`src/hw/rtl/kme_pkg.sv`:
```
// kme_pkg: shared types, constants and controller states for the mst engine
// no dependencies

package kme_pkg;

   localparam int MAX_VERTICES = 64;
   localparam int MAX_EDGES    = 256;
   localparam int TABLE_SIZE   = 64;
   localparam int VTX_W        = 6;
   localparam int EDGE_AW      = $clog2(MAX_EDGES);
   localparam int CNT_W        = $clog2(MAX_EDGES + 1);
   localparam int VC_W         = 7;
   localparam int COST_W       = 24;
   localparam int WGT_W        = 16;
   localparam logic [VC_W-1:0] VC_RESET = 7'd64;
   localparam int LIMIT_CAP = (MAX_VERTICES < TABLE_SIZE) ? MAX_VERTICES : TABLE_SIZE;
   localparam logic [VC_W-1:0] VC_CAP = VC_W'(LIMIT_CAP);
   localparam logic REG_VERTEX_COUNT = 1'b0;

   typedef struct packed {
      logic [VTX_W-1:0]        end_a;
      logic [VTX_W-1:0]        end_b;
      logic signed [WGT_W-1:0] edge_weight_in;
      logic                    last_edge;
   } req_type;

   typedef struct packed {
      logic [VTX_W-1:0]         tree_a;
      logic [VTX_W-1:0]         tree_b;
      logic signed [WGT_W-1:0]  tree_weight;
      logic                     edge_valid;
      logic signed [COST_W-1:0] total_cost;
      logic                     dropped_flag;
      logic                     last_result;
   } rsp_type;

   typedef struct packed {
      logic [VTX_W-1:0]        a;
      logic [VTX_W-1:0]        b;
      logic signed [WGT_W-1:0] w;
   } edge_type;

   typedef enum logic [3:0] {
      ST_IDLE, ST_SORT_I, ST_LOAD_I, ST_SORT_J, ST_CMP_J,
      ST_SCAN, ST_LOAD_K, ST_FA_RD, ST_FA_CHK, ST_FB_RD, ST_FB_CHK, ST_FINISH
   } state_type;

   typedef struct packed {
      logic sort_init;
      logic load_i;
      logic cmp_j;
      logic write_i;
      logic scan_init;
      logic load_k;
      logic find_step;
      logic save_ra;
      logic unite;
      logic finish;
   } cmd_type;

   typedef struct packed {
      logic i_end;
      logic j_end;
      logic k_end;
      logic root_hit;
   } status_type;

endpackage

```
`src/hw/rtl/kme_ctrl.sv`:
```
// kme_ctrl: sequencer for sort, scan and root walks
// depends on kme_pkg

module kme_ctrl (
   input  logic                clock,
   input  logic                reset,
   input  logic                go,
   input  kme_pkg::status_type status,
   output kme_pkg::cmd_type    cmd,
   output logic                busy
);
   import kme_pkg::*;

   state_type state_ff, state_in;

   always_ff @(posedge clock) begin
      if (reset) state_ff <= ST_IDLE;
      else       state_ff <= state_in;
   end

   always_comb begin
      state_in = state_ff;
      cmd      = '0;
      case (state_ff)
         ST_IDLE: begin
            if (go) begin
               cmd.sort_init = 1'b1;
               state_in = ST_SORT_I;
            end
         end
         ST_SORT_I: begin
            if (status.i_end) begin
               cmd.scan_init = 1'b1;
               state_in = ST_SCAN;
            end else state_in = ST_LOAD_I;
         end
         ST_LOAD_I: begin
            cmd.load_i = 1'b1;
            state_in = ST_SORT_J;
         end
         ST_SORT_J: begin
            if (status.j_end) begin
               cmd.write_i = 1'b1;
               state_in = ST_SORT_I;
            end else state_in = ST_CMP_J;
         end
         ST_CMP_J: begin
            cmd.cmp_j = 1'b1;
            state_in = ST_SORT_J;
         end
         ST_SCAN: begin
            if (status.k_end) state_in = ST_FINISH;
            else              state_in = ST_LOAD_K;
         end
         ST_LOAD_K: begin
            cmd.load_k = 1'b1;
            state_in = ST_FA_RD;
         end
         ST_FA_RD: state_in = ST_FA_CHK;
         ST_FA_CHK: begin
            if (status.root_hit) begin
               cmd.save_ra = 1'b1;
               state_in = ST_FB_RD;
            end else begin
               cmd.find_step = 1'b1;
               state_in = ST_FA_RD;
            end
         end
         ST_FB_RD: state_in = ST_FB_CHK;
         ST_FB_CHK: begin
            if (status.root_hit) begin
               cmd.unite = 1'b1;
               state_in = ST_SCAN;
            end else begin
               cmd.find_step = 1'b1;
               state_in = ST_FB_RD;
            end
         end
         ST_FINISH: begin
            cmd.finish = 1'b1;
            state_in = ST_IDLE;
         end
         default: state_in = ST_IDLE;
      endcase
   end

   assign busy = (state_ff != ST_IDLE);

endmodule

```
`config.mk`:
```
export PLATFORM = sky130hd
export DESIGN_NAME = kme_ctrl
export DESIGN_NICKNAME = d
export VERILOG_FILES = /design/src/hw/rtl/kme_pkg.sv /design/src/hw/rtl/kme_ctrl.sv
export SDC_FILE = /design/constraint.sdc
export NUM_CORES = 1
export LEC_CHECK = 0
export BUFFER_PORTS_ARGS = -buffer_cell sky130_fd_sc_hd__buf_2
export CAP_MARGIN = 20
export CELL_PAD_IN_SITES_DETAIL_PLACEMENT = 0
export CELL_PAD_IN_SITES_GLOBAL_PLACEMENT = 1
export CORE_MARGIN = 5
export CORE_UTILIZATION = 30
export CTS_CLUSTER_DIAMETER = 80
export DETAILED_ROUTE_END_ITERATION = 16
export PLACE_DENSITY = 0.71
export SLEW_MARGIN = 20
export SYNTH_ARGS = -nofsm -noshare
export SYNTH_HDL_FRONTEND = slang
export SYNTH_SLANG_ARGS = --single-unit
```
`constraint.sdc`:
```
create_clock -name clock -period 1.6 [get_ports clock]
set_input_delay 0.16 -clock clock [delete_from_list [all_inputs] [get_ports clock]]
set_output_delay 0.16 -clock clock [all_outputs]
set_load 0.02 [all_outputs]
```
# == Yosys cells after proc, flatten, opt, wreduce, memory -nomap -nowiden ==
# Cells that the tools add are included.
# classes
eq_ne,12
n_mux,22
reduce_logical,4
# op_table
op,count
$pmux W4 S10,1
$eq A4 B3 Y1 const B,4
$eq A4 B4 Y1 const B,4
$mux W4,4
$mux W1,15
$eq A4 B2 Y1 const B,2
$mux W3,2
$eq A4 B1 Y1 const B,1
$logic_not A4 Y1,1
$reduce_bool A4 Y1,1
$reduce_or A2 Y1,2
$ne A2 B2 Y1 const B,1
# totals
regBits,4
elab_cells,39

# == Longest topological paths before layout ==
# depth
word_depth,3
depth_mapped,6
mapped_depth_nobuf,4

# == Least setup slack after synthesis ==
# No wires, ideal clock.
# synth_timing
path_type,register to output
from,register state_ff[1]
to,output port cmd[6] (netlist bit)
arrival_ps,1508
required_ps,1440
setup_slack_ps,-68
stages_incl_launch_ff,5
n_path_buf,2
cell_sequence,dfxtp_1 > buf_2 > buf_2 > nand2_1 > nor4b_1
# synth_lines
item,line,text
from (decl),kme_ctrl.sv:14,"state_type state_ff, state_in;"
from (signal assigned),kme_ctrl.sv:18,else state_ff <= state_in;
to (decl),kme_ctrl.sv:9,"output kme_pkg::cmd_type cmd,"

==> parameters.txt <==
Parameter                              Value

Die
  I/O pin total ... 18
  Initial Util ... 32.3%
  Die extent in x ... 47.9 um
  Area of the placeable core ... 1330 um2
  Die ar. ... 2290 um2
  Number of rows created at floorplan ... 13
  Die Height ... 47.9 um

Clocking
  Number of clock sinks ... 4
  Later-pin clock latency in the skew report ... 0.23 ns
  Clock-pin slew reported for the worst setup and hold paths after clock tree synthesis ... 0.04 ns
  Number of H-tree levels ... 1
  TritonCTS buffer count ... 3
  Hold bufs inserted after CTS ... 0
  Clock tree from TritonCTS ... built
  Clock buffer depth ... 2
  CTS root buffer ... sky130_fd_sc_hd__clkbuf_4

Routing
  DR iter-0 viols ... 9
  Mean routed wirelength per cell ... 12.3 um
  Number of vias after detailed routing ... 473
  Vias/cell ... 4.98
  Total wirelength of the detailed-routed design ... 1.17 mm
  1st-pass router iterations ... 4
  Antenna-violating nets left ... 0
  Remaining routing DRC violations ... 0

Place
  Placed Instances ... 91
  GPL Wtd Cong ... 0.762
  Worst Setup Slack post-DPL ... 0.199 ns
  HPWL after detailed placement ... 885 um
  Count of buffers from port buffering ... 17

Setup path
  Largest fanout on the critical path ... 10
  Largest stage delay on the critical path ... 0.56 ns
  Crit path DAT ... 1.39 ns
  Kind of critical path ... reg -> out
  Element type at the critical path start ... flop
  Required time of the critical path ... 1.44 ns
  Sum of buffers and inverters on the critical path ... 1
  Worst setup EP type ... output pin
  Slowest cell on crit path ... sky130_fd_sc_hd__or4_4
  Depth of the critical timing path with buffers and inverters included ... 3
  Critical path, cell by cell ... or4_4 -> nor2_1 -> buf_4
  Reg-to-reg slack, setup ... 0.11 ns
  FF-to-FF path depth ... 4
  Cell family with the largest share of critical-path delay ... simple AND/OR/NAND/NOR gates

Synth
  Netlist Area Pre-Place ... 430 um2
  Top post-synthesis cells by area ... sky130_fd_sc_hd__dfxtp_1 19%, sky130_fd_sc_hd__nor2_1 7.8%, sky130_fd_sc_hd__nor3_1 7.0%
  Number of warnings issued by yosys ... 0
  Number of instances in the synthesized netlist ... 61
  Share of the synthesized area in the top cell type ... 18.6%
  Flop and latch count out of synthesis ... 4
  Unique masters post-synth ... 26
  Post-synthesis average cell area ... 7.06 um2
  Post-synthesis cell type with the largest combined area ... sky130_fd_sc_hd__dfxtp_1
  Share of synthesized area occupied by flip-flops and latches ... 18.6%
  Total nets after synthesis ... 68

Timing
  Remaining max-slew budget at the tightest pin ... 81.5%
  Final number of max-transition violations ... 0
  Final hold violations ... 0
  Period minus WS final ... 1.55 ns
  Setup repair after global routing missed its margin ... no
  Maximum frequency from static timing analysis ... 645 MHz
  Final setup margin ... 0.0499 ns
  Worst clock skew ... 0.00221 ns
  Worst-margin pin slew ... 0.277 ns
  Portion of the clock cycle consumed by the worst path in the final layout ... 96.9%
  Setup total negative slack ... 0 ns
  Final setup fails ... 0

GRT
  Wire length of the first global-routing pass ... 1.75 mm
  Leftover overflow at the end of global routing ... 0
  Number of antenna violations at the first check in global routing ... 0
  Via count of the first global-routing pass ... 419
  Pin count of the biggest net entering global routing ... 15
  GRT Overall Usage ... 10.9%

Cells and area
  Non-filler instance count after layout ... 95
  Largest register FFs ... 4
  Sequential cell area in the final layout ... 83.8 um2
  Fraction of layout cells with a size suffix above 1 ... 37.5%
  Number of diodes ... 0
  Number of filler cells placed in the layout ... 154
  Most common cell after layout, fill and taps aside ... sky130_fd_sc_hd__buf_2
  Most flop-heavy register ... state_ff
  Top flop regs ... state_ff x4
  Number of nets in the layout ... 89
  Layout area overhead ... 32.3%
  Most frequent cells in the layout ... 16 x sky130_fd_sc_hd__buf_2, 9 x sky130_fd_sc_hd__nor2_1, 6 x sky130_fd_sc_hd__nor3_1
  Core occupancy in the finished layout ... 42.7%
  Area of the multi-input gates ... 308 um2

Flow run
  Total of max-cap violations ... 0

Hold path
  Hold depth ... 4
  Hold crit path type ... in -> reg

Pwr
  IR Drop Worst-Case VDD ... 0.311 mV
  Cell area power density ... 993 nW/um2
  Cell leakage power ... 0.253 nW

Status
  Run status ... complete, no violations
[kinds of logic (layout without fill, tap and decap cells)]
logic type	count (synthesis)	in the layout	synth area share, %
mux	2	2	4.65
flops	4	4	18.6
compound gates	17	17	29.4
buf+inv	10	29	11.3
xor+xnor	1	1	2.04
simple gates	27	27	34.0
[through the flow]
step | hold WS (ns) | cell area [um2] | total power [W]
2_1_floorplan | 0.360 | 437 | 0.000347
3_3_place_gp | 0.477 | 533 | 0.000423
3_5_place_dp | 0.473 | 533 | 0.000425
4_1_cts | 0.227 | 559 | 0.000552
5_1_grt | 0.248 | 569 | 0.000609
6_report | 0.231 | 569 | 0.000565
[cells in the mapped netlist]
| cell type | count |
|---|---|
| sky130_fd_sc_hd__o21ai_0 | 4 |
| sky130_fd_sc_hd__nand2_1 | 2 |
| sky130_fd_sc_hd__o22a_1 | 1 |
| sky130_fd_sc_hd__nor4b_1 | 1 |
| sky130_fd_sc_hd__buf_6 | 1 |
| sky130_fd_sc_hd__inv_1 | 5 |
| sky130_fd_sc_hd__buf_2 | 3 |
| sky130_fd_sc_hd__or2b_1 | 1 |
| sky130_fd_sc_hd__a2bb2oi_1 | 1 |
| sky130_fd_sc_hd__nor3_1 | 6 |
| sky130_fd_sc_hd__dfxtp_1 | 4 |
| sky130_fd_sc_hd__o21bai_1 | 1 |
| sky130_fd_sc_hd__nor2_1 | 9 |
| sky130_fd_sc_hd__a21boi_0 | 1 |
| sky130_fd_sc_hd__xor2_1 | 1 |
| sky130_fd_sc_hd__a211oi_1 | 1 |
| sky130_fd_sc_hd__a311oi_1 | 1 |
| sky130_fd_sc_hd__or4_4 | 1 |
| sky130_fd_sc_hd__mux2i_1 | 2 |
| sky130_fd_sc_hd__nor3b_1 | 1 |
| sky130_fd_sc_hd__o221ai_4 | 1 |
| sky130_fd_sc_hd__nand2b_1 | 4 |
| sky130_fd_sc_hd__nand3b_1 | 2 |
| sky130_fd_sc_hd__clkbuf_1 | 1 |
| sky130_fd_sc_hd__a21oi_1 | 5 |
| sky130_fd_sc_hd__o22ai_1 | 1 |
[final timing paths]
check | startpoint | endpoint
worst max-delay path | state_ff[3] | cmd[9]
worst min-delay path | reset | state_ff[1]
worst max register to register | state_ff[3] | state_ff[3]
worst min register to register | state_ff[2] | state_ff[2]
[power breakdown]
part / leakage (nW) / total, W / switching, W / internal [W]
sequential: 0.0339 / 0.000155 / 0.0000372 / 0.000118
clock: 0.0138 / 0.000121 / 0.0000371 / 0.0000836
combinational: 0.205 / 0.000290 / 0.000153 / 0.000137
total: 0.253 / 0.000565 / 0.000227 / 0.000338
[worst reg2reg max path: cells and delay by family (launching register included)]
family	cells	cell delay, ns
AOI/OAI and AO/OA	1	0.21
buffers and inverters	1	0.16
DFF	1	0.36
and+or+nand+nor	2	0.64
[per-layer routing]
metal  part of all wire (%)  GRT usage [%]  up-vias
met5                      0              0        -
met4                      0           6.45        0
met3                    4.7           1.13        0
met2                     45           16.6       11
met1                     50           14.5      208
li1                       -              -      254
[repair_timing]
action | CTS | global route
resized for setup | 3 | 1
buffers inserted | 0 | 1
endpoints found under the setup margin | 2 | 1
pin swaps | 0 | 1
[final cells by class]
cell class	count	share of cell area, %
Timing Repair Buffer	21	20.7
Inverter	5	3.30
Multi-Input combinational cell	47	54.1
Tap cell	15	3.30
Sequential cell	4	14.7
Clock buffer	3	3.96
Power figures use the tool's default switching activity.
